## config.mk

```make
export PLATFORM = sky130hd
export DESIGN_NAME = cts_ram
export DESIGN_NICKNAME = d
export VERILOG_FILES = /design/src/rtl/cts_ram.sv
export SDC_FILE = /design/constraint.sdc
export NUM_CORES = 2
export LEC_CHECK = 0
export BUFFER_PORTS_ARGS = -buffer_cell sky130_fd_sc_hd__buf_2
export CAP_MARGIN = 20
export CORE_MARGIN = 3
export CORE_UTILIZATION = 60
export CTS_CLUSTER_DIAMETER = 150
export DETAILED_ROUTE_END_ITERATION = 10
export HOLD_SLACK_MARGIN = 0.06
export MAX_ROUTING_LAYER = met4
export PLACE_DENSITY = 0.76
export SKIP_LAST_GASP = 1
export SLEW_MARGIN = 5
export SYNTH_ARGS = -nofsm -noshare
export SYNTH_HDL_FRONTEND = slang
export SYNTH_SLANG_ARGS = --single-unit
```

## constraint.sdc

```tcl
create_clock -name i_clk -period 19.5 [get_ports i_clk]
set_clock_uncertainty 0.15 [all_clocks]
set_input_delay 5.85 -clock i_clk [delete_from_list [all_inputs] [get_ports i_clk]]
set_output_delay 5.85 -clock i_clk [all_outputs]
set_load 0.02 [all_outputs]
```

## src/rtl/cts_ram.sv

```systemverilog
module cts_ram #(
    parameter int WIDTH = 48,
    parameter int DEPTH = 64,
    parameter int AW    = 6
) (
    input  logic             i_clk,
    input  logic             i_we,
    input  logic [AW-1:0]    i_waddr,
    input  logic [WIDTH-1:0] i_wdata,
    input  logic             i_re,
    input  logic [AW-1:0]    i_raddr,
    output logic [WIDTH-1:0] o_rdata
);

    logic [WIDTH-1:0] mem [DEPTH];
    logic [WIDTH-1:0] r_rdata;

    // read returns the old contents on a same-address write
    always_ff @(posedge i_clk) begin
        if (i_we) begin
            mem[i_waddr] <= i_wdata;
        end
        if (i_re) begin
            r_rdata <= mem[i_raddr];
        end
    end

    assign o_rdata = r_rdata;

endmodule

```

# Word-level counts from Yosys, hierarchy flattened
# Memories as Yosys holds them, arrays and structs flattened. A register that Yosys moved wholly into a read port is not among the register bits.
# Cells that the tools add are included.
# Widths: inputs -> output; s select.
[word_totals] register_bits=0 mem_bits_rw=3072 output_inout_bits=48 n_memories=1
[op_classes] muxes=2
[mem_list] name="mem" words=64 word_bits=48 rd=1 rd_clocked_by_memory_dff=1 wr=1 line_no="15" rtl="logic [WIDTH-1:0] mem [DEPTH];"
[ops] operator="$mux 1" count=2

# Longest topological paths before layout
[depth] depth_word=2 depth_mapped=9

# Worst setup path before layout
# OpenSTA, ideal clock, no wires.
[synth_path] path_type="input to register" from="input port i_waddr[3]" to="memory mem[48][0], enable pin" setup_ns=0.513 arrival_time_ns=9.622 path_slack_ns=9.215 stages=4 n_path_buf=1 path_cell_list="clkbuf_1 > nor2b_1 > nand4b_1 > nor3_1"
[synth_rtl] element="start, declared" line_no="8" rtl="input logic [AW-1:0] i_waddr,"
[synth_rtl] element="end, declared" line_no="15"
# No word-level cell before the write port.

==> results_dict.tcl <==
set metrics [dict create \
    status "finished clean" \
    max-slew-margin-rel 0.1822 \
    cp_common_cell "buf_4" \
    yosysWarnings 0 \
    portBuffers 110 \
    fillers 11084 \
    antenna_found_initial 31 \
    maxSlewViolCount 0 \
    ys.flop_type "edfxtp_1" \
    drive_gt1_frac 0.2788 \
    hpwl_um 163500 \
    avgSynthCellArea_sq_um 23.66 \
    p_seq_frac 0.538 \
    cts_made_buffers 317 \
    syn_area_sq_mm 0.1176 \
    power_switching_w 0.002885 \
    worstSetupStartpointType "input port" \
    rows 161 \
    track_usage 0.3326 \
    nets 5352 \
    grt-ovfl-total 0 \
    utilization 0.6813 \
    synth_cell_types 35 \
    grt_max_degree 142 \
    endpoint_kind "register" \
    p_int_w 0.01099 \
    fin_crit_sh 0.5025 \
    drtAntennaViolNets 0 \
    pwr-share-clk 0.415 \
    cts_hold_buffers 0 \
    required_ns 20.00 \
    peakVddDrop_mv 0.08769 \
    whs_endpoint "o_rdata[20]" \
    p_leak_nw 40.89 \
    cts-root-buf "clkbuf_16" \
    crit_path_max_fanout 141 \
    async_flop_share 0 \
    post_cts_buffers 0 \
    drc 0 \
    critPathKind "input port to register" \
    clock-sinks 3120 \
    routedWlPerCell_um 39.58 \
    holdCritStartpoint "mem[59][20]" \
    hold_viol 0 \
    die_y_um 448.7 \
    reg2reg_depth 5 \
    tritoncts "done" \
    drt-pass1-iter-count 6 \
    seq_area_frac_synth 0.7967 \
    power_density_mw_per_mm2 105.2 \
    max_cap_violations 0 \
    clk_path_buf_depth 4 \
    critical-path-slowest-cell "buf_4" \
    clock_latency_ns 0.94 \
    mostFrequentLayoutCells "3120 x edfxtp_1, 754 x mux4_2, 325 x clkbuf_16" \
    core_sq_mm 0.1936 \
    arrival_ns 10.30 \
    initial_core_util 0.6075 \
    viasPerCell 7.253 \
    area_delta_synth_final_pct 12.15 \
    drtIter0Drc 10145 \
    netSwitchingFraction 0.2080 \
    stdcell_count 8133 \
    yosysTopAreaCellShare 0.7967 \
    die_area_sq_mm 0.2013 \
    critPathTopFamily "buffers and inverters" \
    rrSetupSlack_ns 17.07 \
    holdPathStages 4 \
    crit_chain "buf_8 -> buf_12 -> buf_4 -> buf_4 -> nand2b_1 -> a211oi_1 -> a311oi_1 -> a311o_1 -> and3_1" \
    htreeDepth 5 \
    fmax_mhz 102.1 \
    ys_ff_latch 3120 \
    gp_congestion 0.8377 \
    syn_inst 4970 \
    layout_min_cycle_time_ns 9.798 \
    tightest_slew_ns 1.224 \
    rsz0062_at_grt "no" \
    min_path_type "register to register" \
    path_clk_slew_ns 0.06 \
    grt_pass1_vias 59619 \
    dr_total_vias 58989 \
    final_common_cell "edfxtp_1" \
    setup_viol 0 \
    wl_um 321900 \
    r2r_end "o_rdata[3]" \
    ctsResizeCount 0 \
    yosysTopAreaCell "edfxtp_1" \
    synth_nets 5033 \
    comb_power_share 0.047 \
    cp_num_buf_inv 4 \
    r2r-start "mem[63][3]" \
    slowest_delay_ns 0.75 \
    synth_area_leaders "edfxtp_1 80%, mux4_2 14%, o22ai_1 0.65%" \
    synth_edf_count 3120 \
    finalSetupTns_ns 0 \
    grt_pass1_wl_um 454500 \
    die_width_um 448.7 \
    dp_cells 7555 \
    io_pins 111 \
]
worst register-to-register path, stage by stage, from the launching register on:
cell and delay (ns):
edfxtp_1 0.41, mux4_2 0.52, o22ai_1 0.20, nor2_1 0.09, a21oi_1 0.66, a221oi_1 0.10
power groups by stage:
stage,clock [W],sequential (W),combinational (W)
6_report,0.00575,0.00747,0.000652
4_1_cts,0.00579,0.00747,0.000635
5_1_grt,0.00604,0.00747,0.000682
3_3_place_gp,0,0.00761,0.000612
2_1_floorplan,0,0.00761,0.000355
3_5_place_dp,0,0.00761,0.000627
area by class of cell:
type,instances,area (sq um),share of cell area
Timing Repair Buffer,282,2337,0.01772
Antenna cell,20,50.05,0.0003795
Tap cell,2608,3263,0.02474
Clock inverter,141,1217,0.009231
Clock buffer,394,8392,0.06363
Multi-Input combinational cell,1568,22940,0.1739
Sequential cell,3120,93690,0.7104
Yosys cell counts (12+ instances only):
cell type / instances
buf_2: 98
o22ai_1: 122
mux2i_1: 63
o221ai_1: 28
nor2b_1: 24
mux4_2: 754
clkbuf_1: 98
edfxtp_1: 3120
nor2_1: 132
a221oi_1: 83
a22oi_1: 72
buf_4: 62
mux2_2: 12
a22o_1: 57
a211oi_1: 32
nand2_1: 55
a21oi_1: 74
buf_1: 12
layer usage:
layer,track usage,routed length (um),share of wire
met1,0.4406,106100,0.33
met3,0.07927,45100,0.14
met5,-,0,0
met4,0.1685,18930,0.059
met2,0.4915,151800,0.47
metrics by stage:
step                total power [W]  cell area (sq um)  setup slack, ns  hold WS (ns)
CTS                         0.01389             131400            9.810        0.7246
global placement           0.008221             121600            8.883        0.6914
detailed placement         0.008239             121800            8.798        0.7239
finish                      0.01387             131900            9.702        0.7293
floorplan                  0.007962             117600            9.215        0.6374
global route                0.01419             131900            9.457        0.7683
sequential cells by signal, indices dropped and copies added (netlist names):
| signal | count |
|---|---|
| o_rdata | 48 |
| mem | 3072 |
kinds of logic after synthesis:
| family | Yosys count | share of synthesized area |
|---|---|---|
| buffers and inverters | 282 | 0.01274 |
| AOI/OAI and AO/OA | 486 | 0.03012 |
| and+or+nand+nor | 253 | 0.009533 |
| DFF | 3120 | 0.7967 |
| muxes | 829 | 0.1509 |
worst max path at each step:
stage / start / endpoint / slack (ns) / cells past startpoint
detailed placement: i_raddr[0] / o_rdata[30] / 8.80 / 9
global placement: i_raddr[0] / o_rdata[5] / 8.88 / 9
CTS: i_raddr[0] / o_rdata[30] / 9.81 / 9
floorplan: i_waddr[3] / mem[48][0] / 9.22 / 4
finish: i_raddr[2] / o_rdata[36] / 9.70 / 9
global route: i_raddr[0] / o_rdata[30] / 9.46 / 9
No activity file was read; power rests on OpenSTA's default activity.
